$ cat src/rtl/aatc_pkg.sv
package aatc_pkg;

    localparam int NUM_DIGITS = 4;
    localparam int DIGIT_W    = 4;
    localparam int SCAN_POS_W = $clog2(NUM_DIGITS);

    // Runtime state codes.
    localparam logic [1:0] RUN_OTHER  = 2'd0;
    localparam logic [1:0] RUN_FAULT  = 2'd1;
    localparam logic [1:0] RUN_LOCKED = 2'd2;

    // Alarm level codes.
    localparam logic [1:0] LVL_NONE = 2'd0;
    localparam logic [1:0] LVL_LOW  = 2'd1;
    localparam logic [1:0] LVL_MID  = 2'd2;
    localparam logic [1:0] LVL_HIGH = 2'd3;

    typedef struct packed {
        logic       alarm_active;
        logic [1:0] run_state;
        logic [1:0] severity;
    } t_status;

    typedef logic [NUM_DIGITS-1:0][DIGIT_W-1:0] t_digits;

    typedef struct packed {
        logic                  scan_strobe;
        logic [SCAN_POS_W-1:0] scan_digit;
        logic [DIGIT_W-1:0]    scan_value;
        logic                  pulse_10ms;
        logic                  pulse_100ms;
        logic                  pulse_500ms;
        logic                  pulse_1s;
        logic                  pulse_2s;
    } t_timebase;

endpackage

$ cat src/rtl/aatc_timebase.sv
module aatc_timebase
    import aatc_pkg::*;
(
    input  logic      i_clk,
    input  logic      i_rst_n,
    input  logic      i_advance,
    input  t_digits   i_digits,
    output t_timebase o_tb
);

    // The tick count is held in mixed radix: 20 x 10 x 5 x 2 x 2 = 4000 ticks.
    logic [4:0]            r_q20,  n_q20;
    logic [3:0]            r_c10,  n_c10;
    logic [2:0]            r_c5,   n_c5;
    logic                  r_c2,   n_c2;
    logic                  r_c2b,  n_c2b;
    logic [SCAN_POS_W-1:0] r_digit_sel, n_digit_sel;

    logic wrap20, wrap200, wrap1000, wrap2000, wrap4000;

    always_comb begin
        wrap20   = (r_q20 == 5'd19);
        wrap200  = wrap20 && (r_c10 == 4'd9);
        wrap1000 = wrap200 && (r_c5 == 3'd4);
        wrap2000 = wrap1000 && r_c2;
        wrap4000 = wrap2000 && r_c2b;

        n_q20 = wrap20 ? 5'd0 : r_q20 + 5'd1;
        n_c10 = r_c10;
        if (wrap20) begin
            n_c10 = wrap200 ? 4'd0 : r_c10 + 4'd1;
        end
        n_c5 = r_c5;
        if (wrap200) begin
            n_c5 = wrap1000 ? 3'd0 : r_c5 + 3'd1;
        end
        n_c2  = wrap1000 ? ~r_c2  : r_c2;
        n_c2b = wrap2000 ? ~r_c2b : r_c2b;

        // The tick count parity is the parity of its low digit, since 20 is even.
        o_tb             = '0;
        o_tb.pulse_10ms  = wrap20;
        o_tb.pulse_100ms = wrap200;
        o_tb.pulse_500ms = wrap1000;
        o_tb.pulse_1s    = wrap2000;
        o_tb.pulse_2s    = wrap4000;
        n_digit_sel      = r_digit_sel;
        if (!n_q20[0]) begin
            o_tb.scan_strobe = 1'b1;
            o_tb.scan_digit  = r_digit_sel;
            o_tb.scan_value  = i_digits[r_digit_sel];
            n_digit_sel      = r_digit_sel + 1'b1;
        end
    end

    always_ff @(posedge i_clk) begin
        if (!i_rst_n) begin
            r_q20       <= '0;
            r_c10       <= '0;
            r_c5        <= '0;
            r_c2        <= 1'b0;
            r_c2b       <= 1'b0;
            r_digit_sel <= '0;
        end else if (i_advance) begin
            r_q20       <= n_q20;
            r_c10       <= n_c10;
            r_c5        <= n_c5;
            r_c2        <= n_c2;
            r_c2b       <= n_c2b;
            r_digit_sel <= n_digit_sel;
        end
    end

endmodule

$ cat src/rtl/aatc_buzzer.sv
module aatc_buzzer
    import aatc_pkg::*;
(
    input  logic    i_clk,
    input  logic    i_rst_n,
    input  logic    i_advance,
    input  logic    i_enable,
    input  t_status i_status,
    output logic    o_level
);

    localparam int TIMER_W = 11;

    logic [TIMER_W-1:0] r_timer, n_timer;
    logic               r_silent, n_silent;
    logic               r_level, n_level;

    logic [TIMER_W-1:0] bumped;
    logic [TIMER_W-1:0] on_len;
    logic [TIMER_W-1:0] off_len;
    logic               sound;

    always_comb begin
        bumped   = r_timer + 1'b1;
        n_timer  = r_timer;
        n_silent = r_silent;
        n_level  = r_level;
        on_len   = TIMER_W'(200);
        off_len  = TIMER_W'(200);
        sound    = 1'b1;

        if (i_status.run_state == RUN_FAULT) begin
            on_len  = TIMER_W'(100);
            off_len = TIMER_W'(1900);
        end else if (i_status.run_state == RUN_LOCKED) begin
            on_len  = TIMER_W'(200);
            off_len = TIMER_W'(200);
        end else begin
            case (i_status.severity)
                LVL_LOW: begin
                    on_len  = TIMER_W'(200);
                    off_len = TIMER_W'(1800);
                end
                LVL_MID: begin
                    on_len  = TIMER_W'(400);
                    off_len = TIMER_W'(600);
                end
                LVL_HIGH: begin
                    on_len  = TIMER_W'(200);
                    off_len = TIMER_W'(200);
                end
                default: sound = 1'b0;
            endcase
        end

        if (!i_enable || !i_status.alarm_active) begin
            n_level  = 1'b0;
            n_timer  = '0;
            n_silent = 1'b0;
        end else if (!sound) begin
            // An alarm without a level keeps the phase timer where it is.
            n_level = 1'b0;
        end else if (!r_silent) begin
            if (bumped >= on_len) begin
                n_timer  = '0;
                n_silent = 1'b1;
                n_level  = 1'b0;
            end else begin
                n_timer = bumped;
                n_level = ~r_level;
            end
        end else begin
            n_level = 1'b0;
            if (bumped >= off_len) begin
                n_timer  = '0;
                n_silent = 1'b0;
            end else begin
                n_timer = bumped;
            end
        end
    end

    assign o_level = n_level;

    always_ff @(posedge i_clk) begin
        if (!i_rst_n) begin
            r_timer  <= '0;
            r_silent <= 1'b0;
            r_level  <= 1'b0;
        end else if (i_advance) begin
            r_timer  <= n_timer;
            r_silent <= n_silent;
            r_level  <= n_level;
        end
    end

endmodule

$ cat src/rtl/aatc_led.sv
module aatc_led
    import aatc_pkg::*;
(
    input  logic       i_clk,
    input  logic       i_rst_n,
    input  logic       i_advance,
    input  t_status    i_status,
    output logic [2:0] o_levels
);

    localparam int TIMER_W = 16;

    logic [TIMER_W-1:0] r_timer, n_timer;
    logic [2:0]         r_levels, n_levels;

    logic [TIMER_W-1:0] bumped;
    logic               alarm;
    logic               fault;

    always_comb begin
        bumped  = r_timer + 1'b1;
        n_timer = bumped;
        alarm   = r_levels[1];
        fault   = r_levels[2];

        if (!i_status.alarm_active) begin
            n_levels = 3'b001;
            n_timer  = '0;
        end else begin
            if (i_status.run_state == RUN_FAULT || i_status.run_state == RUN_LOCKED) begin
                if (bumped >= ((i_status.run_state == RUN_LOCKED) ? TIMER_W'(200)
                                                                   : TIMER_W'(1000))) begin
                    // Both LEDs follow the toggled alarm LED.
                    alarm   = ~alarm;
                    fault   = alarm;
                    n_timer = '0;
                end
            end else if (i_status.severity == LVL_LOW ||
                         i_status.severity == LVL_MID) begin
                if (bumped >= ((i_status.severity == LVL_LOW) ? TIMER_W'(1000)
                                                              : TIMER_W'(500))) begin
                    alarm   = ~alarm;
                    fault   = 1'b0;
                    n_timer = '0;
                end
            end else if (i_status.severity == LVL_HIGH) begin
                if (bumped >= TIMER_W'(200)) begin
                    alarm   = 1'b0;
                    fault   = ~fault;
                    n_timer = '0;
                end
            end
            // In any alarm state the normal LED goes dark.
            n_levels = {fault, alarm, 1'b0};
        end
    end

    assign o_levels = n_levels;

    always_ff @(posedge i_clk) begin
        if (!i_rst_n) begin
            r_timer  <= '0;
            r_levels <= '0;
        end else if (i_advance) begin
            r_timer  <= n_timer;
            r_levels <= n_levels;
        end
    end

endmodule

$ cat src/rtl/alarm_annunciator_tick_controller.sv
// Alarm annunciator tick controller.
// Input channel (i_valid / o_ready): one beat per 0.5 ms timer tick, carrying the
// system status and the four display digits. Output channel (o_valid / i_ready):
// one beat per tick with the buzzer level, the three LED levels, a display scan
// step on every second tick and the 10 ms .. 2 s period pulses.
// Configuration: i_cfg_we writes i_cfg_wdata into the buzzer enable bit (1 after
// reset); write it only while no beat is in flight.
// A beat lands in an input register, and all tick work is done combinationally from
// there into the result register, which loads when the beat advances (the result
// register is empty or being taken); the result is then offered on o_valid.
// Throughput is one beat per cycle while the receiver does not stall, set by the
// single registered pass through the tick counters, buzzer and LED logic.
// Reset clears all timers, the scan position and the LEDs, and empties both
// registers. When the receiver stalls, the held result stays in place, one more
// beat waits in the input register, and o_ready then drops until the result
// register drains.
module alarm_annunciator_tick_controller
    import aatc_pkg::*;
(
    input  logic                  i_clk,
    input  logic                  i_rst_n,
    input  logic                  i_cfg_we,
    input  logic                  i_cfg_wdata,
    input  logic                  i_valid,
    output logic                  o_ready,
    input  logic                  i_alarm_active,
    input  logic [1:0]            i_run_state,
    input  logic [1:0]            i_severity,
    input  logic [DIGIT_W-1:0]    i_digit0,
    input  logic [DIGIT_W-1:0]    i_digit1,
    input  logic [DIGIT_W-1:0]    i_digit2,
    input  logic [DIGIT_W-1:0]    i_digit3,
    output logic                  o_valid,
    input  logic                  i_ready,
    output logic                  o_buzzer_out,
    output logic                  o_led_normal,
    output logic                  o_led_alarm,
    output logic                  o_led_fault,
    output logic                  o_scan_strobe,
    output logic [SCAN_POS_W-1:0] o_scan_digit,
    output logic [DIGIT_W-1:0]    o_scan_value,
    output logic                  o_pulse_10ms,
    output logic                  o_pulse_100ms,
    output logic                  o_pulse_500ms,
    output logic                  o_pulse_1s,
    output logic                  o_pulse_2s
);

    logic      r_buzzer_enable;
    logic      r_in_valid;
    t_status   r_status;
    t_digits   r_digits;
    logic      r_out_valid;
    logic      r_buzzer;
    logic [2:0] r_leds;
    t_timebase r_tb;

    logic      advance;
    logic      buzzer_next;
    logic [2:0] leds_next;
    t_timebase tb_next;

    assign advance = r_in_valid && (!r_out_valid || i_ready);
    assign o_ready = !r_in_valid || advance;

    always_ff @(posedge i_clk) begin
        if (!i_rst_n) begin
            r_buzzer_enable <= 1'b1;
        end else if (i_cfg_we) begin
            r_buzzer_enable <= i_cfg_wdata;
        end
    end

    always_ff @(posedge i_clk) begin
        if (!i_rst_n) begin
            r_in_valid <= 1'b0;
        end else if (o_ready) begin
            r_in_valid <= i_valid;
        end
    end

    always_ff @(posedge i_clk) begin
        if (i_valid && o_ready) begin
            r_status.alarm_active <= i_alarm_active;
            r_status.run_state    <= i_run_state;
            r_status.severity     <= i_severity;
            r_digits              <= {i_digit3, i_digit2, i_digit1, i_digit0};
        end
    end

    aatc_timebase u_timebase (
        .i_clk     (i_clk),
        .i_rst_n   (i_rst_n),
        .i_advance (advance),
        .i_digits  (r_digits),
        .o_tb      (tb_next)
    );

    aatc_buzzer u_buzzer (
        .i_clk     (i_clk),
        .i_rst_n   (i_rst_n),
        .i_advance (advance),
        .i_enable  (r_buzzer_enable),
        .i_status  (r_status),
        .o_level   (buzzer_next)
    );

    aatc_led u_led (
        .i_clk     (i_clk),
        .i_rst_n   (i_rst_n),
        .i_advance (advance),
        .i_status  (r_status),
        .o_levels  (leds_next)
    );

    always_ff @(posedge i_clk) begin
        if (!i_rst_n) begin
            r_out_valid <= 1'b0;
        end else if (advance) begin
            r_out_valid <= 1'b1;
        end else if (i_ready) begin
            r_out_valid <= 1'b0;
        end
    end

    always_ff @(posedge i_clk) begin
        if (advance) begin
            r_buzzer <= buzzer_next;
            r_leds   <= leds_next;
            r_tb     <= tb_next;
        end
    end

    assign o_valid       = r_out_valid;
    assign o_buzzer_out  = r_buzzer;
    assign o_led_normal  = r_leds[0];
    assign o_led_alarm   = r_leds[1];
    assign o_led_fault   = r_leds[2];
    assign o_scan_strobe = r_tb.scan_strobe;
    assign o_scan_digit  = r_tb.scan_digit;
    assign o_scan_value  = r_tb.scan_value;
    assign o_pulse_10ms  = r_tb.pulse_10ms;
    assign o_pulse_100ms = r_tb.pulse_100ms;
    assign o_pulse_500ms = r_tb.pulse_500ms;
    assign o_pulse_1s    = r_tb.pulse_1s;
    assign o_pulse_2s    = r_tb.pulse_2s;

endmodule

$ cat config.mk
export PLATFORM = sky130hd
export DESIGN_NAME = alarm_annunciator_tick_controller
export DESIGN_NICKNAME = d
export VERILOG_FILES = /design/src/rtl/aatc_pkg.sv /design/src/rtl/aatc_timebase.sv /design/src/rtl/aatc_buzzer.sv /design/src/rtl/aatc_led.sv /design/src/rtl/alarm_annunciator_tick_controller.sv
export SDC_FILE = /design/constraint.sdc
export NUM_CORES = 1
export LEC_CHECK = 0
export ABC_AREA = 1
export BUFFER_PORTS_ARGS = -buffer_cell sky130_fd_sc_hd__buf_2
export CORE_ASPECT_RATIO = 0.7
export CORE_UTILIZATION = 60
export CTS_CLUSTER_SIZE = 40
export DETAILED_ROUTE_END_ITERATION = 10
export HOLD_SLACK_MARGIN = 0.02
export PLACE_DENSITY_LB_ADDON = 0.15
export SYNTH_ARGS = -nofsm -noshare
export SYNTH_HDL_FRONTEND = slang
export SYNTH_SLANG_ARGS = --single-unit
$ cat constraint.sdc
create_clock -name i_clk -period 4.3 [get_ports i_clk]
set_input_delay 0.645 -clock i_clk [delete_from_list [all_inputs] [get_ports i_clk]]
set_output_delay 0.645 -clock i_clk [all_outputs]
set_load 0.005 [all_outputs]
==> results.toml, run 1 <==
[drt]
wl_per_cell_um = 13.8
viasPerCell = 5.50
first_iter_violations = 263
first_pass_iters = 8
met2_length_um = 5200
wl_met1_um = 5190
vias = 4461
routed_wl_um = 11200
routed.top_layer = "met4"
drc = 2
wl_met3_um = 614
ant_nets = 0

[finish]
fillers = 653
diodes = 0
nets = 765
area_growth_syn_to_layout_pct = 12.0
ff_latch_area_um2 = 2110
postLayoutCellArea_um2 = 5680
multi_input_area_um2 = 2550
drive_gt1_frac = 0.161

[logic_synthesis]
yosysTopAreaCell = "edfxtp_1"
yosysWarnings = 0
yosysUniqueCellTypes = 35
synth.top_cell.area_share = 0.219
syn_inst = 659
ys_seq_area_frac = 0.417
postSynthAreaPerCell_um2 = 7.69
yosys-top-cells-area = "edfxtp_1 (22%), dfxtp_1 (20%), nand2_1 (11%)"
netlist_area_um2 = 5070
ys_seq_elements = 87
syn_nets = 719

[placement]
placed_area_um2 = 5380
port_buffers = 44
gp_congestion = 0.878
hpwl_um = 8100

[setup_path]
worstPathArrival_ps = 3360
required_ps = 4570
end_kind = "flip-flop"
r2r_cells = 17
cp_max_fo = 10
r2r_start = "u_buzzer.r_timer[0]$_SDFFE_PN0P_"
path_class = "flip-flop to flip-flop"
rrSetupSlack_ps = 1200
start_kind = "flip-flop"
r2r-end = "u_buzzer.r_timer[7]$_SDFFE_PN0P_"

[timing]
tns_ps = 0
min_period_ps = 3100
final-hold-violation-count = 0
relSlewSlack = 0.418
tightest_slew_ps = 872
drv_slew = 0
finalSetupViolCount = 0
fin_crit_sh = 0.720
skew_ps = 8.15
rsz0062_at_grt = "false"
max_freq_mhz = 323

[floorplan]
initial_core_util = 0.633
die_w_um = 112
num_rows = 27
num_io_pins = 45
die_area_um2 = 8830
core_area_um2 = 8010
die_y_um = 78.9

[clock_network]
h-tree-depth = 3
clkTransAtPathRegs_ps = 60
cts_tree = "done"
worstSkewPairLatency_ps = 340
post_cts_buffers = 0
cts_resized = 0
root_buffer = "clkbuf_16"
numCtsBuffers = 9
cts_sinks = 87
cts_hold_buffers = 0
cts_buffer_depth = 2

[pwr]
pwr_density_cell_nw_per_um2 = 319
ir_drop_mv = 0.256
leakage_nw = 2.37

[grt]
grt_max_degree = 28
antenna_found_initial = 0
grt_pass1_wl_um = 18900
track_usage = 0.269
grt_overflow_total = 0
grt_pass1_vias = 4234

[flow_run]
cap_viol_max_count = 0

[outcome]
status = "finished with violations"
violations = "design-rule violations"

[worst_hold_path]
whs_endpoint = "u_timebase.r_c2b$_SDFFE_PN0P_"
hp-start = "u_timebase.r_c2b$_SDFFE_PN0P_"
min_path_type = "flip-flop to flip-flop"
whs_path_depth = 1
worst max-delay path, cell delays in order (launching register included):
cell	delay [ps]
dfxtp_1	400
ha_1	250
nand2_1	80
nor2_1	90
nand2_1	90
nor2_1	150
xor2_1	350
ha_1	320
nand2_1	110
nor2_1	60
nor2_1	70
o311ai_0	160
nand2_1	80
and3_1	160
nand3_1	70
nand2_1	270
nand3_1	140
a21oi_1	160
cells in the final DEF (no fill, tap or decap), types with 2 or more instances in the layout:
cell / Yosys / layout
a21oi_2: 10 / 10
nor2_2: 4 / 4
nand3_2: 3 / 3
nand2_1: 145 / 145
buf_2: 0 / 44
xor2_1: 7 / 7
buf_4: 0 / 4
nand3_1: 48 / 48
nand4_1: 14 / 14
or2_2: 2 / 2
nand3b_1: 2 / 2
nor3_1: 8 / 8
inv_1: 86 / 86
o21ai_0: 28 / 28
nor4_1: 2 / 2
clkinvlp_4: 0 / 2
dfxtp_1: 50 / 50
edfxtp_1: 37 / 37
xnor2_1: 3 / 3
nand2_2: 23 / 23
clkbuf_16: 0 / 10
a21oi_1: 52 / 52
clkinv_1: 2 / 3
nor2_4: 4 / 4
nor2_1: 72 / 72
ha_1: 33 / 33
cells by family after synthesis:
family,share of synthesized area
AND/OR/NAND/NOR,0.300
AO/OA/AOI/OAI,0.104
XOR/XNOR,0.0173
flip-flops,0.417
adder cells (fa/ha/maj),0.0815
buffers and inverters,0.0802
cells in the mapped netlist (all sizes together):
library cell  count
a211oi            1
a21oi            62
and3              1
buf               2
clkbuf           11
clkinv            3
dfxtp            50
edfxtp           37
ha               33
inv              87
nand2           169
nand3            52
nand3b            2
nand4            15
nor2             80
nor3              8
nor3b             1
nor4              2
o21ai            29
o311ai            1
o31ai             1
or2               2
xnor2             3
xor2              7
flip-flops by register name, indices dropped and copies added (netlist names), 2 cells and up:
register,flops
u_timebase.r_c5,3
u_timebase.r_c10,4
o_scan_digit,2
u_buzzer.r_timer,11
r_status,5
u_led.r_levels,2
u_led.r_timer,16
u_timebase.r_digit_sel,2
r_leds,3
o_scan_value,4
r_digits,16
u_timebase.r_q20,5
through the flow:
| stage | utilization | hold WS (ps) | setup WS (ps) | power, W | cells |
|---|---|---|---|---|---|
| after floorplan | - | 422 | 1420 | 0.00101 | 659 |
| after global placement | 0.672 | 434 | 1430 | 0.00105 | 795 |
| after detailed placement | 0.672 | 453 | 1260 | 0.00106 | 795 |
| after CTS | 0.709 | 462 | 1230 | 0.00182 | 811 |
| after global routing | 0.709 | 467 | 843 | 0.00187 | 811 |
| final | 0.709 | 460 | 1200 | 0.00181 | 811 |
power breakdown:
part | switching (W) | total, W | internal, W
combinational | 0.0000923 | 0.000139 | 0.0000463
clock | 0.000328 | 0.000771 | 0.000443
sequential | 0.0000140 | 0.000904 | 0.000890
total | 0.000435 | 0.00181 | 0.00138
area by class of cell:
cell class	count	area share
Timing Repair Buffer	48	0.0441
Tap cell	101	0.0223
Clock inverter	4	0.00485
Inverter	90	0.0604
Multi-Input combinational cell	469	0.449
Sequential cell	87	0.372
Clock buffer	12	0.0472
layer usage:
layer | track usage | vias up
li1 | - | 2246
met1 | 0.350 | 2041
met2 | 0.454 | 154
met3 | 0.0504 | 20
met4 | 0.0919 | 0
met5 | 0 | -
how the worst max path moves through the flow:
stage / slack [ps] / to / from
2_1_floorplan: 1420 / u_buzzer.r_timer[2]$_SDFFE_PN0P_ / u_buzzer.r_timer[0]$_SDFFE_PN0P_
3_3_place_gp: 1430 / u_led.r_timer[2]$_SDFFE_PN0P_ / u_led.r_timer[1]$_SDFFE_PN0P_
3_5_place_dp: 1260 / u_buzzer.r_timer[7]$_SDFFE_PN0P_ / u_buzzer.r_timer[0]$_SDFFE_PN0P_
4_1_cts: 1230 / u_buzzer.r_timer[7]$_SDFFE_PN0P_ / u_buzzer.r_timer[0]$_SDFFE_PN0P_
5_1_grt: 840 / u_buzzer.r_timer[2]$_SDFFE_PN0P_ / u_buzzer.r_timer[0]$_SDFFE_PN0P_
6_report: 1200 / u_buzzer.r_timer[7]$_SDFFE_PN0P_ / u_buzzer.r_timer[0]$_SDFFE_PN0P_
No activity file was read; power rests on OpenSTA's default activity.
==> inputs of run 2 (changes only) <==
--- a/config.mk
+++ b/config.mk
@@ -5,10 +5,10 @@
 export SDC_FILE = /design/constraint.sdc
 export NUM_CORES = 1
 export LEC_CHECK = 0
-export ABC_AREA = 1
+export ABC_AREA = 0
 export BUFFER_PORTS_ARGS = -buffer_cell sky130_fd_sc_hd__buf_2
 export CORE_ASPECT_RATIO = 0.7
-export CORE_UTILIZATION = 60
+export CORE_UTILIZATION = 54
 export CTS_CLUSTER_SIZE = 40
 export DETAILED_ROUTE_END_ITERATION = 10
 export HOLD_SLACK_MARGIN = 0.02
==> constraint.sdc (replaced) <==
create_clock -name i_clk -period 2.5 [get_ports i_clk]
set_input_delay 0.375 -clock i_clk [delete_from_list [all_inputs] [get_ports i_clk]]
set_output_delay 0.375 -clock i_clk [all_outputs]
set_load 0.005 [all_outputs]
==> run 2 against run 1 <==
  * The run ends with negative setup slack left
  * Synthesized area fell by 5.6%
  * Non-clock buffer count rose by 99
  * Clock power increased by 79%
  * Core utilization grew 8.2 points
  * Combinational power is 120% higher
  * Worst setup slack got worse by 1700 ps
  * Global-route usage decreased by 0.67 points
  * Sequential cell count did not move
  * Sequential share of layout area is 5.6 points lower
  * Critical endpoint is now u_led.r_timer[6]$_SDFFE_PN0P_
==> results.toml, run 2 <==
[floorplan]
die_w_um = 115
initial_core_util = 0.562
num_io_pins = 45
num_rows = 28
die_area_um2 = 9250
core_area_um2 = 8510
die_y_um = 80.8

[pwr]
pwr-share-clk = 0.427
p_sw_w = 0.000762
netSwitchingFraction = 0.236
p_int_w = 0.00247
leakage_nw = 2.73
pwr_density_cell_nw_per_um2 = 481
pwr-share-seq = 0.477
combPwrFrac = 0.096
design_power_total_w = 0.00324
ir_drop_mv = 0.491

[outcome]
status = "finished with violations"
violations = "negative setup slack"

[logic_synthesis]
ys.flop_type = "dfxtp_1"
yosysTopAreaCell = "edfxtp_1"
ys_top_cells_by_count = "dfxtp_1 (50), nand2_1 (43), nor2_1 (38), edfxtp_1 (37), ha_1 (33)"
postSynthAreaPerCell_um2 = 9.65
ys_seq_area_frac = 0.441
netlist_area_um2 = 4790
ys_seq_elements = 87
syn_nets = 556
syn_inst = 496
yosysUniqueCellTypes = 62
yosys-top-cells-area = "edfxtp_1 (23%), dfxtp_1 (21%), ha_1 (8.6%)"
synth.most_common_cell = "dfxtp_1"
ys_async_sr_fraction = 0
yosysWarnings = 0
synth_edf_count = 37
synth.top_cell.area_share = 0.232

[drt]
drc = 0
routed.top_layer = "met4"
first_pass_iters = 5
viasPerCell = 5.66
vias = 4293
wl_met1_um = 5510
wl_met3_um = 652
ant_nets = 0
wl_per_cell_um = 16.4
met2_length_um = 6020
routed_wl_um = 12400
first_iter_violations = 298

[grt]
antenna_found_initial = 0
track_usage = 0.262
grt_max_degree = 22
grt_pass1_vias = 3958
grt_pass1_wl_um = 18800
grt_overflow_total = 0

[clock_network]
cts_buffer_depth = 2
worstSkewPairLatency_ps = 340
cts_hold_buffers = 0
h-tree-depth = 3
root_buffer = "clkbuf_16"
numCtsBuffers = 9
cts_tree = "done"
clkTransAtPathRegs_ps = 70
cts_sinks = 87

[timing]
rsz0062_at_grt = "true"
fin_crit_sh = 1.21
drv_slew = 0
setup_slack_ps = -514
final-hold-violation-count = 0
relSlewSlack = 0.362
whs_ps = 209
max_freq_mhz = 332
min_period_ps = 3010
tightest_slew_ps = 957
tns_ps = -10470
skew_ps = 6.61
finalSetupViolCount = 33

[setup_path]
max_stage_delay_ps = 500
rrSetupSlack_ps = -510
required_ps = 2750
worstPathArrival_ps = 3270
path_class = "flip-flop to flip-flop"
start_kind = "flip-flop"
path_buf_inv = 2
cp_top_family = "simple AND/OR/NAND/NOR gates"
end_kind = "flip-flop"
slowest_stage = "or4_4"
path_cells = "ha_4, nand4_1, or4_4, mux2i_1, a221o_2, o311ai_4, nand2_2, buf_6, nor4b_4, buf_4, a31oi_1, o31ai_2"
cp_max_fo = 6

[finish]
area_growth_syn_to_layout_pct = 40.6
diodes = 0
postLayoutCellArea_um2 = 6730
nets = 693
drive_gt1_frac = 0.418
final_common_cell = "buf_4"
reg_top3 = "r_digits (16), u_led.r_timer (16), u_buzzer.r_timer (11)"
final_cell_mix = "buf_4 (94), buf_2 (44), nand2_1 (43), dfxtp_1 (39), edfxtp_1 (37)"

[placement]
hpwl_um = 8150
gp_congestion = 0.933
placed_area_um2 = 5770
port_buffers = 44

[worst_hold_path]
min_path_type = "primary input to flip-flop"

[flow_run]
cap_viol_max_count = 0
==> run 2: cell count changes after synthesis, moves of 15 or more <==
cell / before / now
nand2_2: 23 / 1
a21oi_1: 52 / 29
inv_1: 86 / 28
nand3_1: 48 / 27
o21ai_0: 28 / 13
nor2_1: 72 / 38
nand2_1: 145 / 43
==> run 2: cell families after synthesis <==
kind of cell | after synthesis | synth area share
simple gates | 194 | 0.217
flops | 87 | 0.441
compound gates | 103 | 0.147
buf+inv | 50 | 0.0426
mux | 9 | 0.0293
xor+xnor | 20 | 0.0366
fa+ha+maj | 33 | 0.0863
==> run 2: layer usage <==
metal	track usage	vias up
met2	0.451	148
met3	0.0515	28
li1	-	2083
met1	0.342	2034
met5	0	-
met4	0.0701	0
==> run 2: final timing paths <==
check,from,end,depth (start not counted)
worst max-delay path,u_led.r_timer[0]$_SDFFE_PN0P_,u_led.r_timer[6]$_SDFFE_PN0P_,12
worst max register to register,u_led.r_timer[0]$_SDFFE_PN0P_,u_led.r_timer[6]$_SDFFE_PN0P_,12
worst min register to register,u_buzzer.r_timer[10]$_SDFFE_PN0P_,u_buzzer.r_timer[10]$_SDFFE_PN0P_,2
worst min-delay path,i_digit1[2],r_digits[6]$_DFFE_PP_,1
==> run 2: power groups by stage <==
| stage | combinational (W) | sequential [W] | clock (W) |
|---|---|---|---|
| after floorplan | 0.000126 | 0.00157 | 0 |
| after global placement | 0.000227 | 0.00157 | 0 |
| after CTS | 0.000265 | 0.00154 | 0.00139 |
| after detailed placement | 0.000235 | 0.00157 | 0 |
| final | 0.000311 | 0.00154 | 0.00138 |
| after global routing | 0.000335 | 0.00155 | 0.00144 |
==> run 2: worst reg2reg max path: cells and delay by family, from the launching register on <==
family | cells | cell delay [ps]
AO/OA/AOI/OAI | 4 | 820
adder cells (fa/ha/maj) | 1 | 160
buffers and inverters | 2 | 360
flip-flops | 1 | 350
multiplexers | 1 | 130
AND/OR/NAND/NOR | 4 | 1110
==> run 2: through the flow <==
step | utilization | worst slack [ps] | cells
final | 0.791 | -514 | 758
after floorplan | - | -359 | 496
after CTS | 0.751 | -480 | 751
after global placement | 0.678 | -501 | 724
after global routing | 0.791 | -642 | 758
after detailed placement | 0.678 | -661 | 724
==> run 2: what timing repair did <==
| action | in CTS | in global routing |
|---|---|---|
| resized for setup | 51 | 60 |
| gates cloned | 2 | 0 |
| pin swaps | 16 | 14 |
| endpoints found under the setup margin | 34 | 34 |
| buffers inserted | 9 | 9 |
==> run 2: cell type report <==
class                      instances  area, um^2
sequential                        87        2130
inverter                          28         108
clock buffer                      10         239
multi-input combinational        360        3010
fill                             533        1780
clock inverter                     6        67.6
timing repair buffer             147        1030
tap                              120         150
==> inputs of run 3 (changes only) <==
--- a/config.mk
+++ b/config.mk
@@ -12,7 +12,8 @@
 export CTS_CLUSTER_SIZE = 40
 export DETAILED_ROUTE_END_ITERATION = 10
 export HOLD_SLACK_MARGIN = 0.02
-export PLACE_DENSITY_LB_ADDON = 0.15
+export PLACE_DENSITY = 0.82
 export SYNTH_ARGS = -nofsm -noshare
 export SYNTH_HDL_FRONTEND = slang
+export SYNTH_HIERARCHICAL = 1
 export SYNTH_SLANG_ARGS = --single-unit
==> run 3 against run 2 <==
  * The run still ends with negative setup slack left
  * Final area increased by 1.6%
  * Register-to-register slack better by 230 ps
  * Worst setup slack better by 230 ps
  * Maximum frequency is 8.3% higher
  * Hold slack lost 16 ps
  * Power is essentially flat
  * Largest power group unchanged
  * Combinational power decreased by 8.0%
  * Sequential power hardly changed
  * Die area grew 4.3%
  * Critical path depth increased by 1
  * Cell count is 1.3% lower
  * Sequential cell count did not move
==> results.toml, run 3 <==
[outcome]
status = "finished with violations"
violations = "negative setup slack"

[grt]
grt_pass1_vias = 4384
use_met2 = 0.499
grt_overflow_total = 0
grt_pass1_wl_um = 20300
antenna_found_initial = 0
grt_max_degree = 23
met3_usage = 0.0839
top_usage_layer = "met2"
track_usage = 0.281
use_met1 = 0.328

[floorplan]
num_rows = 28
die_w_um = 117
die_area_um2 = 9650
die_y_um = 82.5
initial_core_util = 0.573
num_io_pins = 45
core_area_um2 = 8720

[setup_path]
start_kind = "flip-flop"
cp_max_fo = 4
slowest_stage = "edfxtp_1"
path_cells = "inv_1, ha_1, nor2_1, o21a_1, inv_1, ha_1, a21oi_1, o22ai_1, a211oi_2, a21oi_2, buf_6, o22a_4, o21ai_2"
end_kind = "flip-flop"
worstPathArrival_ps = 3050
max_stage_delay_ps = 450
r2r_start = "r_status[1]$_DFFE_PP_"
required_ps = 2770
r2r-end = "u_buzzer/r_timer[0]$_SDFFE_PN0P_"
path_class = "flip-flop to flip-flop"
rrSetupSlack_ps = -280
r2r_cells = 13

[finish]
multi_input_area_um2 = 3140
area_growth_syn_to_layout_pct = 36.8
final_cell_mix = "buf_4 (84), nand2_1 (45), buf_2 (44), edfxtp_1 (37), dfxtp_1 (37)"
drive_gt1_frac = 0.430
nets = 679
ff_latch_area_um2 = 2140
postLayoutCellArea_um2 = 6840
final_cells = 748
diodes = 0
final_common_cell = "buf_4"
reg_top3 = "r_digits (16), u_led/r_timer (16), u_buzzer/r_timer (11)"
fillers = 485

[drt]
vias = 4655
drc = 0
ant_nets = 0
routed_wl_um = 15200
viasPerCell = 6.22
first_pass_iters = 7
first_iter_violations = 357
wl_per_cell_um = 20.3

[pwr]
pwr_density_cell_nw_per_um2 = 473
ir_drop_mv = 0.527
leakage_nw = 2.84
design_power_total_w = 0.00324

[timing]
relSlewSlack = 0.586
fin_crit_sh = 1.11
min_period_ps = 2780
finalSetupViolCount = 34
whs_ps = 194
max_freq_mhz = 359
drv_slew = 0
tns_ps = -5650
skew_ps = 6.46
rsz0062_at_grt = "true"
setup_slack_ps = -282
tightest_slew_ps = 620
final-hold-violation-count = 0

[worst_hold_path]
min_path_type = "primary input to flip-flop"
whs_path_depth = 1
whs_endpoint = "r_digits[4]$_DFFE_PP_"
hp-start = "i_digit1[0]"

[logic_synthesis]
synth.most_common_cell = "dfxtp_1"
postSynthAreaPerCell_um2 = 10.1
yosys-top-cells-area = "edfxtp_1 (22%), dfxtp_1 (20%), ha_1 (7.3%)"
yosysTopAreaCell = "edfxtp_1"
ys_async_sr_fraction = 0
netlist_area_um2 = 5000
yosysWarnings = 6
yosysUniqueCellTypes = 84
ys.flop_type = "dfxtp_1"
syn_inst = 497
ys_seq_area_frac = 0.422
ys_top_cells_by_count = "dfxtp_1 (50), nand2_1 (48), edfxtp_1 (37), inv_1 (30), nor2_1 (30)"
synth_edf_count = 37
syn_nets = 553
synth.top_cell.area_share = 0.222
ys_seq_elements = 87

[clock_network]
cts_sinks = 87
cts_buffer_depth = 2
clkTransAtPathRegs_ps = 70
root_buffer = "clkbuf_16"
numCtsBuffers = 9
worstSkewPairLatency_ps = 350
cts_tree = "done"
h-tree-depth = 3

[placement]
gp_congestion = 0.871
placed_area_um2 = 5830
place_inst = 708
hpwl_um = 8490
port_buffers = 44

[flow_run]
cap_viol_max_count = 0
[run 3: cell types whose count changed after synthesis, moves of 7 or more]
cell | previous run | this run
nand3_1 | 27 | 19
a21boi_0 | 1 | 8
nand4_1 | 7 | 14
nor2_1 | 38 | 30
a31oi_1 | 13 | 3
a21oi_1 | 29 | 13
and3_1 | 14 | 4
[run 3: what timing repair did]
action | 4_1_cts | 5_1_grt
hold buffers | 0 | 0
setup endpoints to repair | 34 | 34
setup buffers | 8 | 15
resized for setup | 59 | 64
pin swaps | 37 | 49
cloned | 1 | 0
hold endpoints to repair | 0 | 0
[run 3: cell type report]
class	instances	share of cell area
flip-flops and latches	87	0.312
inverters	30	0.0168
multi-input cells	355	0.460
repair buffers	140	0.144
clock inverters	6	0.0115
well taps	120	0.0220
clock buffers	10	0.0335
[run 3: stage by stage]
| stage | setup slack (ps) | utilization |
|---|---|---|
| 6_report | -282 | 0.784 |
| 5_1_grt | -336 | 0.784 |
| 4_1_cts | -136 | 0.738 |
| 3_5_place_dp | -303 | 0.668 |
| 3_3_place_gp | -194 | 0.668 |
| 2_1_floorplan | -70.0 | - |
[run 3: worst max-delay path: cells and delay by family, from the launching register on]
family / cells / cell delay, ps
flip-flops: 1 / 450
AO/OA/AOI/OAI: 7 / 1200
AND/OR/NAND/NOR: 1 / 140
adder cells (fa/ha/maj): 2 / 570
buffers and inverters: 3 / 340
[run 3: report_power, final]
group	internal (W)	switching, W
clock	0.000794	0.000606
sequential	0.00152	0.0000272
combinational	0.000124	0.000162
[run 3: how the worst max path moves through the flow]
stage | start | to | slack [ps]
floorplan | u_led/r_timer[1]$_SDFFE_PN0P_ | u_led/r_timer[11]$_SDFFE_PN0P_ | -70
global placement | u_led/r_timer[2]$_SDFFE_PN0P_ | r_leds[1]$_DFFE_PP_ | -190
detailed placement | u_led/r_timer[0]$_SDFFE_PN0P_ | u_led/r_timer[9]$_SDFFE_PN0P_ | -300
CTS | u_buzzer/r_timer[0]$_SDFFE_PN0P_ | u_buzzer/r_timer[9]$_SDFFE_PN0P_ | -140
global route | r_status[0]$_DFFE_PP_ | u_buzzer/r_timer[9]$_SDFFE_PN0P_ | -340
finish | r_status[1]$_DFFE_PP_ | u_buzzer/r_timer[0]$_SDFFE_PN0P_ | -280
[run 3: cells by family after synthesis]
| logic type | after synthesis | share of synthesized area |
|---|---|---|
| compound gates | 100 | 0.154 |
| xor+xnor | 29 | 0.0508 |
| fa+ha+maj | 29 | 0.0726 |
| buf+inv | 56 | 0.0511 |
| flops | 87 | 0.422 |
| mux | 11 | 0.0323 |
| simple gates | 185 | 0.217 |
[run 3: routing by layer]
layer / vias up / wire length (um)
met3: 67 / 1200
met1: 2247 / 5830
met5: - / 0
met4: 0 / 544
met2: 259 / 7610
li1: 2082 / -
